**config.mk**
```make
export PLATFORM = sky130hd
export DESIGN_NAME = idle_backlight_dimmer
export DESIGN_NICKNAME = d
export VERILOG_FILES = /design/src/rtl/ibd_pkg.sv /design/src/rtl/idle_backlight_dimmer.sv
export SDC_FILE = /design/constraint.sdc
export NUM_CORES = 1
export LEC_CHECK = 0
export BUFFER_PORTS_ARGS = -buffer_cell sky130_fd_sc_hd__buf_2
export CORE_ASPECT_RATIO = 0.75
export CORE_MARGIN = 8
export CORE_UTILIZATION = 37
export CTS_CLUSTER_SIZE = 25
export DETAILED_ROUTE_END_ITERATION = 7
export GPL_ROUTABILITY_DRIVEN = 0
export GPL_TIMING_DRIVEN = 1
export SLEW_MARGIN = 15
export SYNTH_ARGS = -nofsm -noshare
export SYNTH_HDL_FRONTEND = slang
export SYNTH_SLANG_ARGS = --single-unit
```
**constraint.sdc**
```tcl
create_clock -name clk -period 29.7 [get_ports clk]
set_input_delay 2.97 -clock clk [delete_from_list [all_inputs] [get_ports clk]]
set_output_delay 2.97 -clock clk [all_outputs]
set_load 0.01 [all_outputs]
```
**src/rtl/ibd_pkg.sv**
```systemverilog
// ----------------------------------------------------------------------------
// ibd_pkg
// shared types and constants of the idle backlight dimmer
// ----------------------------------------------------------------------------
package ibd_pkg;

  localparam int COUNT_W    = 32;
  localparam int LEVEL_W    = 8;
  localparam int FACTOR_W   = 9;
  localparam int LAST_W     = LEVEL_W + 1;
  localparam int PROD_W     = LEVEL_W + FACTOR_W;
  localparam int CFG_IDX_W  = 3;
  localparam int CFG_DATA_W = 32;

  localparam logic [COUNT_W-1:0]  COUNT_MAX       = '1;
  localparam logic [LEVEL_W-1:0]  BRIGHT_MAX      = 8'd255;
  localparam logic [LAST_W-1:0]   NOTHING_WRITTEN = 9'd256;

  // register reset values
  localparam logic [COUNT_W-1:0]  RST_DIM_AFTER      = 32'd30000;
  localparam logic [COUNT_W-1:0]  RST_DEEP_AFTER     = 32'd90000;
  localparam logic [FACTOR_W-1:0] RST_DIM_FACTOR     = 9'd128;
  localparam logic [LEVEL_W-1:0]  RST_DIM_FLOOR      = 8'd20;
  localparam logic [FACTOR_W-1:0] RST_DEEP_FACTOR    = 9'd26;
  localparam logic [LEVEL_W-1:0]  RST_DEEP_FLOOR     = 8'd5;
  localparam logic [LEVEL_W-1:0]  RST_USER_BRIGHT    = 8'd255;

  typedef enum logic [1:0] {
    STAGE_BRIGHT = 2'd0,
    STAGE_DIM    = 2'd1,
    STAGE_DEEP   = 2'd2
  } stage_t;

  typedef enum logic [CFG_IDX_W-1:0] {
    REG_DIM_AFTER   = 3'd0,
    REG_DEEP_AFTER  = 3'd1,
    REG_DIM_FACTOR  = 3'd2,
    REG_DIM_FLOOR   = 3'd3,
    REG_DEEP_FACTOR = 3'd4,
    REG_DEEP_FLOOR  = 3'd5,
    REG_USER_BRIGHT = 3'd6
  } cfg_reg_t;

endpackage

```
**src/rtl/idle_backlight_dimmer.sv**
```systemverilog
// ----------------------------------------------------------------------------
// idle_backlight_dimmer
// two-stage idle dimmer: idle ms counter, stage tracking, brightness output
// ----------------------------------------------------------------------------
// Each input item is a one-millisecond tick (kind 0) or a key press (kind 1)
// with a flag telling whether the backlight is powered. Ticks advance a
// saturating 32-bit idle counter and a key press clears it; while powered,
// the counter picks the bright, dim or deep dim stage from two thresholds,
// and a key press returns to bright. On a stage change the block emits the new
// brightness, unless it equals the last value emitted. An item is latched in
// an input register and resolved by one pass of logic (a 32-bit increment
// and compares, one 8x9 multiply with clamps) into the output register when
// it is free or draining, so one item is taken every cycle while the output
// is not stalled. The input register also acts as a skid stage: one item is
// still taken while a result waits for out_ready.
// Configuration is a plain write port, registers 0..6 in the order dim
// threshold, deep dim threshold, dim factor, dim lower limit, deep dim factor,
// deep dim lower limit, user level; index 7 is ignored.
// ----------------------------------------------------------------------------
module idle_backlight_dimmer
  import ibd_pkg::*;
(
  input  logic                  clk,
  input  logic                  rst_n,
  // item input
  input  logic                  in_valid,
  output logic                  in_ready,
  input  logic                  in_kind,
  input  logic                  in_backlight_on,
  // result output
  output logic                  out_valid,
  input  logic                  out_ready,
  output logic [LEVEL_W-1:0]    out_brightness,
  // configuration
  input  logic                  cfg_we,
  input  logic [CFG_IDX_W-1:0]  cfg_index,
  input  logic [CFG_DATA_W-1:0] cfg_wdata
);

  // configuration registers
  logic [COUNT_W-1:0]  dim_after_r;
  logic [COUNT_W-1:0]  deep_after_r;
  logic [FACTOR_W-1:0] dim_factor_r;
  logic [LEVEL_W-1:0]  dim_floor_r;
  logic [FACTOR_W-1:0] deep_factor_r;
  logic [LEVEL_W-1:0]  deep_floor_r;
  logic [LEVEL_W-1:0]  user_bright_r;

  // input register
  logic s1_valid_r;
  logic s1_kind_r;
  logic s1_powered_r;

  // block state
  logic [COUNT_W-1:0] idle_count_r, idle_count_nxt;
  stage_t             stage_r, stage_nxt;
  logic [LAST_W-1:0]  last_written_r, last_written_nxt;

  // output register
  logic               out_valid_r;
  logic [LEVEL_W-1:0] out_bright_r;

  logic               fire;
  logic               emit;
  logic               change;
  stage_t             want;
  logic [COUNT_W-1:0] count_inc;
  logic [LEVEL_W-1:0] target;
  logic [FACTOR_W-1:0] sel_factor;
  logic [LEVEL_W-1:0]  sel_floor;
  logic [PROD_W-1:0]   prod;
  logic [LEVEL_W:0]    scaled;
  logic [LEVEL_W-1:0]  clamped;
  logic [LEVEL_W-1:0]  floored;

  // second stage moves when the output register is free or draining
  assign fire     = s1_valid_r && (!out_valid_r || out_ready);
  assign in_ready = !s1_valid_r || fire;

  assign out_valid      = out_valid_r;
  assign out_brightness = out_bright_r;

  always_ff @(posedge clk) begin
    if (!rst_n) begin
      dim_after_r   <= RST_DIM_AFTER;
      deep_after_r  <= RST_DEEP_AFTER;
      dim_factor_r  <= RST_DIM_FACTOR;
      dim_floor_r   <= RST_DIM_FLOOR;
      deep_factor_r <= RST_DEEP_FACTOR;
      deep_floor_r  <= RST_DEEP_FLOOR;
      user_bright_r <= RST_USER_BRIGHT;
    end else if (cfg_we) begin
      case (cfg_reg_t'(cfg_index))
        REG_DIM_AFTER:   dim_after_r   <= cfg_wdata[COUNT_W-1:0];
        REG_DEEP_AFTER:  deep_after_r  <= cfg_wdata[COUNT_W-1:0];
        REG_DIM_FACTOR:  dim_factor_r  <= cfg_wdata[FACTOR_W-1:0];
        REG_DIM_FLOOR:   dim_floor_r   <= cfg_wdata[LEVEL_W-1:0];
        REG_DEEP_FACTOR: deep_factor_r <= cfg_wdata[FACTOR_W-1:0];
        REG_DEEP_FLOOR:  deep_floor_r  <= cfg_wdata[LEVEL_W-1:0];
        REG_USER_BRIGHT: user_bright_r <= cfg_wdata[LEVEL_W-1:0];
        default: ; // unused index, write dropped
      endcase
    end
  end

  // stage decision
  always_comb begin
    count_inc = (idle_count_r == COUNT_MAX) ? idle_count_r : idle_count_r + 1'b1;
    if (s1_kind_r) begin
      // key press: clear count, back to bright when powered
      idle_count_nxt = '0;
      want           = STAGE_BRIGHT;
    end else begin
      idle_count_nxt = count_inc;
      if (count_inc >= deep_after_r) begin
        want = STAGE_DEEP;
      end else if (count_inc >= dim_after_r) begin
        want = STAGE_DIM;
      end else begin
        want = STAGE_BRIGHT;
      end
    end
    change = s1_powered_r && (want != stage_r);
  end

  // target level for the wanted stage
  always_comb begin
    case (want)
      STAGE_DEEP: begin
        sel_factor = deep_factor_r;
        sel_floor  = deep_floor_r;
      end
      default: begin
        sel_factor = dim_factor_r;
        sel_floor  = dim_floor_r;
      end
    endcase
    prod    = {{FACTOR_W{1'b0}}, user_bright_r} * {{LEVEL_W{1'b0}}, sel_factor};
    scaled  = prod[PROD_W-1:FACTOR_W-1];
    clamped = scaled[LEVEL_W] ? BRIGHT_MAX : scaled[LEVEL_W-1:0];
    floored = (clamped < sel_floor) ? sel_floor : clamped;
    if (want == STAGE_BRIGHT) begin
      target = user_bright_r;
    end else begin
      target = (floored > user_bright_r) ? user_bright_r : floored;
    end
  end

  // state update and emit decision
  always_comb begin
    emit             = change && ({1'b0, target} != last_written_r);
    stage_nxt        = change ? want : stage_r;
    last_written_nxt = emit ? {1'b0, target} : last_written_r;
  end

  always_ff @(posedge clk) begin
    if (!rst_n) begin
      s1_valid_r     <= 1'b0;
      out_valid_r    <= 1'b0;
      idle_count_r   <= '0;
      stage_r        <= STAGE_BRIGHT;
      last_written_r <= NOTHING_WRITTEN;
    end else begin
      if (in_ready) begin
        s1_valid_r <= in_valid;
      end
      if (fire) begin
        idle_count_r   <= idle_count_nxt;
        stage_r        <= stage_nxt;
        last_written_r <= last_written_nxt;
      end
      if (fire && emit) begin
        out_valid_r <= 1'b1;
      end else if (out_ready) begin
        out_valid_r <= 1'b0;
      end
    end
  end

  // payload registers
  always_ff @(posedge clk) begin
    if (in_valid && in_ready) begin
      s1_kind_r    <= in_kind;
      s1_powered_r <= in_backlight_on;
    end
    if (fire && emit) begin
      out_bright_r <= target;
    end
  end

endmodule

```
After elaboration in Yosys (flattened, before gate mapping)
Index checks and enable logic that the tools add are counted.
- $add $sub $neg: 1
- multipliers: 1
- $lt $le $gt $ge: 4
- equality and inequality tests: 10
- mux-type cells: 13
- reduce and logical (&&, ||, !) cells: 21
- operator list (kind ; number):
    greater-or-equal comparator 32 bit ; 2
    2-to-1 mux 32 bit ; 2
    2-to-1 mux 8 bit ; 5
    adder 32 x 1 -> 32 bit (second input constant) ; 1
    equality test 32 bit (second input constant) ; 1
    AND reduction 2 bit ; 9
    multiplier 8 x 9 -> 17 bit ; 1
    equality test 3 bit (second input constant) ; 3
    2-to-1 mux 9 bit ; 1
    inequality test 8 x 9 -> 1 bit ; 1
    greater-than comparator 8 bit ; 1
    < comparator 8 bit ; 1
    equality test 3 x 2 -> 1 bit (second input constant) ; 2
    logical AND 1 bit ; 5
    2-to-1 mux 2 bit ; 2
    equality test 3 x 1 -> 1 bit (second input constant) ; 1
    zero test 3 bit ; 1
    2-to-1 mux 1 bit ; 3
    equality test 2 bit (second input constant) ; 1
    zero test 1 bit ; 2
    zero test 2 bit ; 1
    logical OR 1 bit ; 2
    inequality test 2 bit ; 1
    nonzero test 2 bit ; 1
- flip-flop bits (word level): 161
- word-level logic and storage cells: 65

Longest topological paths before layout
- depth in word-level cells: 19
- depth in mapped cells: 68
- gate-level depth less buffers: 57

Least setup slack after synthesis
OpenSTA, ideal clock, no wires.
- kind: register -> register
- start point: register idle_count_r[11]
- end point: register out_bright_r[0] (netlist: out_brightness[0]) (enable)
- library setup time: 0.324 ns
- data arrival time: 13.450 ns
- required time: 29.376 ns
- setup slack: 15.926 ns
- stages on the path, launching flop included: 64
- path buffers: 10
- clock period less this slack: 13.774 ns
- cell sequence: dfxtp_1 clkbuf_1 and4_1 nand4_1 nor4_1 and3_1 clkbuf_1 nand2b_1 nor2_1 and4_1 and2_1 nand4_1 xnor2_1 ha_1 nand4_1 nor2_1 or3_4 o31a_1 [28 not listed] a211oi_1 a311o_1 o211a_2 buf_2 a21boi_0 ha_1 a21o_1 a21o_1 a21oi_1 o21ai_0 o21a_1 a211o_1 clkbuf_1 nand4_1 nand2_1 or2_1 buf_6 inv_1
- word-level cells in the longest chain between the ends: 18
- elaborated cells between the ends (all ways): 24
- classes of those cells: add/sub (1); mul (1); order compare (4); eq/ne (4); mux (10); reduce/logical (4)
- ends and longest elaborated chain (what ; line ; RTL):
    start, declared ; idle_backlight_dimmer.sv:55 ; logic [COUNT_W-1:0] idle_count_r, idle_count_nxt;
    start signal, assigned ; idle_backlight_dimmer.sv:168 ; idle_count_r <= idle_count_nxt;
    adder 32 x 1 -> 32 bit / equality test 32 bit (equally long branches) ; idle_backlight_dimmer.sv:108 ; count_inc = (idle_count_r == COUNT_MAX) ? idle_count_r : idle_count_r + 1'b1;
    2-to-1 mux 32 bit (*) ; idle_backlight_dimmer.sv:108 ;
    greater-or-equal comparator 32 bit ; idle_backlight_dimmer.sv:117 ; end else if (count_inc >= dim_after_r) begin
    2-to-1 mux 1 bit ; idle_backlight_dimmer.sv:117 ;
    2-to-1 mux 2 bit (*) ; idle_backlight_dimmer.sv:115 ; if (count_inc >= deep_after_r) begin
    2-to-1 mux 2 bit (*) ; idle_backlight_dimmer.sv:109 ; if (s1_kind_r) begin
    equality test 2 bit ; idle_backlight_dimmer.sv:128 ; case (want)
    2-to-1 mux 9 bit ; idle_backlight_dimmer.sv:128 ;
    [2 not listed] ; -- ;
    < comparator 8 bit ; idle_backlight_dimmer.sv:141 ; floored = (clamped < sel_floor) ? sel_floor : clamped;
    2-to-1 mux 8 bit ; idle_backlight_dimmer.sv:141 ;
    greater-than comparator 8 bit ; idle_backlight_dimmer.sv:145 ; target = (floored > user_bright_r) ? user_bright_r : floored;
    2-to-1 mux 8 bit ; idle_backlight_dimmer.sv:145 ;
    2-to-1 mux 8 bit ; idle_backlight_dimmer.sv:142 ; if (want == STAGE_BRIGHT) begin
    inequality test 8 x 9 -> 1 bit ; idle_backlight_dimmer.sv:151 ; emit = change && ({1'b0, target} != last_written_r);
    logical AND 1 bit (*) ; idle_backlight_dimmer.sv:151 ;
    logical AND 1 bit (*) ; idle_backlight_dimmer.sv:186 ; if (fire && emit) begin
    end signal, assigned ; idle_backlight_dimmer.sv:187 ; out_bright_r <= target;
    end, declared ; idle_backlight_dimmer.sv:61 ; logic [LEVEL_W-1:0] out_bright_r;
Mark *: on every way between the ends. The rest lies on a longest branch, timed or not.
A chain may end at the register's enable or synchronous reset.

Worst setup path in the final report
- start point: register idle_count_r[28]
- end point: register out_bright_r[4] (netlist: out_brightness[4]) (enable)
The elaborated chain is that of the path after synthesis.

==> impl_metrics.py <==
metrics = {
    "min_path": {
        "hold_class": "reg -> reg",
        "hold_path_depth": 2,
    },
    "synth": {
        "syn_nets": 1633,
        "async_reset_ff_share_pct": 0,
        "synth-edff-count": 10,
        "synth_top_area_share_pct": 26.26,
        "yosysWarnings": 0,
        "ys_seq_area_share_pct": 28.87,
        "synth_top_area_cell": "dfxtp_1",
        "ys_types": 80,
        "synth_area_leaders": "dfxtp_1, ha_1, nand2_1",
        "syn_inst": 1436,
        "synth_area_mm2": 0.01151,
        "synth_ff_type": "dfxtp_1",
        "synth-seq-cells": 161,
        "avgSynthCellArea_um2": 8.015,
    },
    "cells_and_area": {
        "fillers": 3142,
        "fin_cells": 1874,
        "seq_area_mm2": 0.003323,
        "drive_gt1_share_pct": 8.589,
        "finalNetCount": 1651,
        "multi_input_area_mm2": 0.007480,
        "final_common_cell": "nand2_1",
        "syn2layout_area_growth_pct": 10.32,
        "final_util_pct": 41.00,
        "most-common-layout-cells": "nand2_1, dfxtp_1, a21oi_1",
    },
    "clock_tree": {
        "clock_sinks": 161,
        "cts_hold_buf": 0,
        "cts_resized": 0,
        "cts_buffers": 17,
        "cts_buffer_depth": 2,
        "cts_tree": "done",
        "clkTransAtPathRegs_ps": 80,
        "insertion_delay_ps": 440,
        "post_cts_buffers": 0,
        "cts_root_buf": "clkbuf_16",
        "htree_levels": 4,
    },
    "place": {
        "dp_slack_ps": 14860,
        "dp_hpwl_um": 25210,
        "dp.cells": 1841,
        "io_buffers": 51,
    },
    "pwr": {
        "ir_drop_v": 0.00004022,
        "p_sw_share_pct": 35.49,
        "p_per_area_mw_per_mm2": 49.14,
        "cellLeakagePower_nw": 5.601,
        "seqPwrFrac_pct": 36.0,
        "internal_power_w": 0.0004025,
        "totalPowerFinal_w": 0.0006240,
        "clock_power_share_pct": 36.1,
        "p_comb_share_pct": 27.9,
        "p_sw_w": 0.0002215,
    },
    "detailed_routing": {
        "drtIter0Drc": 998,
        "wl_per_cell_um": 17.70,
        "viasPerCell": 5.382,
        "drt_pre_antenna_iters": 5,
        "totalWireLength_um": 33180,
        "vias": 10090,
        "drc": 0,
        "dr_wl_met2_um": 12880,
        "met1_length_um": 17030,
        "top_layer_used": "met5",
        "postRouteAntennaNets": 0,
        "dr_wl_met3_um": 2799,
    },
    "setup_path": {
        "cpMostUsedCell": "and3_1",
        "reg2regPathDepth": 55,
        "slowest_delay_ps": 820,
        "critPathSlowestCell": "mux2i_1",
        "worstPathRequired_ps": 29850,
        "cp-end-kind": "flop",
        "crit_path_start_kind": "flop",
        "crit_fanout": 23,
        "crit_type": "reg -> reg",
        "crit_arrival_ps": 15220,
    },
    "timing": {
        "finalCritPeriodShare_pct": 50.73,
        "fmax_mhz": 66.37,
        "slew_viol_final": 0,
        "period_needed_ps": 15070,
        "final-hold-violation-count": 0,
        "finalSetupTns_ps": 0,
        "slew_headroom_pct": 19.34,
        "layout_setup_ws_ps": 14630,
        "setup_viol": 0,
        "worst_slew_pin_slew_ps": 1210,
        "rsz0062_at_grt": "no",
        "skew_ps": 14.32,
    },
    "global_route": {
        "grt_pass1_wl_um": 52800,
        "grt_antenna_before_repair": 3,
        "grt_start_max_net_pins": 105,
        "grt_overflow": 0,
        "track_usage_pct": 17.85,
        "grt_pass1_vias": 9393,
    },
    "outcome": {
        "outcome": "completed",
    },
    "floorplanning": {
        "die_x_um": 219.7,
        "fp-row-count": 56,
        "start_util_pct": 37.16,
        "core-area_mm2": 0.03097,
        "dieArea_mm2": 0.03707,
        "io-pin-count": 52,
        "die_h_um": 168.7,
    },
    "flow_run": {
        "max-cap-violations": 0,
    },
}
## power groups by stage
stage | clock network (W) | logic [W] | registers [W]
global placement | 0 | 0.000168 | 0.000230
floorplan | 0 | 0.000131 | 0.000228
global route | 0.000238 | 0.000193 | 0.000225
CTS | 0.000230 | 0.000170 | 0.000225
detailed placement | 0 | 0.000169 | 0.000230
finish | 0.000225 | 0.000174 | 0.000225
## worst max-delay path: cells and delay by family (launching register included)
kind	cells	cell delay, ps
AO/OA/AOI/OAI	17	4270
XOR/XNOR	2	720
adder cells (fa/ha/maj)	8	3320
buffers and inverters	5	710
flip-flops	1	350
multiplexers	1	820
AND/OR/NAND/NOR	22	4580
## logic make-up (layout without fill, tap and decap cells)
kind of cell | Yosys count | in the layout | share of synthesized area [%]
buf+inv | 185 | 216 | 6.272
flops | 161 | 161 | 28.87
xor+xnor | 45 | 45 | 3.424
simple gates | 549 | 549 | 21.88
compound gates | 304 | 304 | 16.72
mux | 37 | 37 | 3.305
other cells | 0 | 1 | 0
fa+ha+maj | 155 | 155 | 19.52
## synth_stat cells, types with 8 or more instances
master    count
nand2b_1     26
a21oi_1     138
inv_1       120
xor2_1       18
xnor2_1      27
and3_1       16
nor2_1      120
o21ai_0      40
ha_1        114
a21o_1       26
nand3_1      30
nand2_1     254
o211ai_1     25
nand4_1      22
a22oi_1      20
fa_1         41
edfxtp_1     10
mux2_2        8
nor3_1       16
nor2b_1      15
or3_1        16
clkbuf_1     46
dfxtp_1     151
mux2i_1      29
## flip-flops by register name, indices dropped and copies added, names as in the netlist
name / cells
s1_valid_r: 1
s1_powered_r: 1
deep_floor_r: 8
stage_r: 2
out_brightness: 8
dim_floor_r: 8
user_bright_r: 8
last_written_r: 9
dim_after_r: 32
deep_factor_r: 9
idle_count_r: 32
dim_factor_r: 9
out_valid: 1
s1_kind_r: 1
deep_after_r: 32
## final cells by class
cell class | count | area share (%)
Multi-Input combinational cell | 1090 | 58.91
Sequential cell | 161 | 26.17
Tap cell | 406 | 4.001
Inverter | 128 | 3.794
Clock buffer | 17 | 3.350
Timing Repair Buffer | 56 | 2.306
Clock inverter | 15 | 1.449
Antenna cell | 1 | 0.01971
## stage by stage
| stage | area, um^2 | hold slack [ps] |
|---|---|---|
| after CTS | 12690 | 457.4 |
| after global routing | 12690 | 473.6 |
| after global placement | 12080 | 442.2 |
| after detailed placement | 12080 | 447.2 |
| after floorplan | 11510 | 435.7 |
| final | 12700 | 456.2 |
## worst paths after layout
kind / startpoint / end / slack (ps)
worst max-delay path: idle_count_r[28]$_SDFFE_PN0P_ / out_brightness[4]$_DFFE_PP_ / 14630
worst min-delay path: dim_after_r[19]$_SDFFE_PN0P_ / dim_after_r[19]$_SDFFE_PN0P_ / 460
worst max register to register: idle_count_r[28]$_SDFFE_PN0P_ / out_brightness[4]$_DFFE_PP_ / 14630
worst min register to register: dim_after_r[19]$_SDFFE_PN0P_ / dim_after_r[19]$_SDFFE_PN0P_ / 460
## metal layers
layer	track usage, %	vias up
met1	27.86	4753
met3	4.209	38
li1	-	4949
met5	0	-
met4	3.654	4
met2	24.16	341
Power figures use the tool's default switching activity.
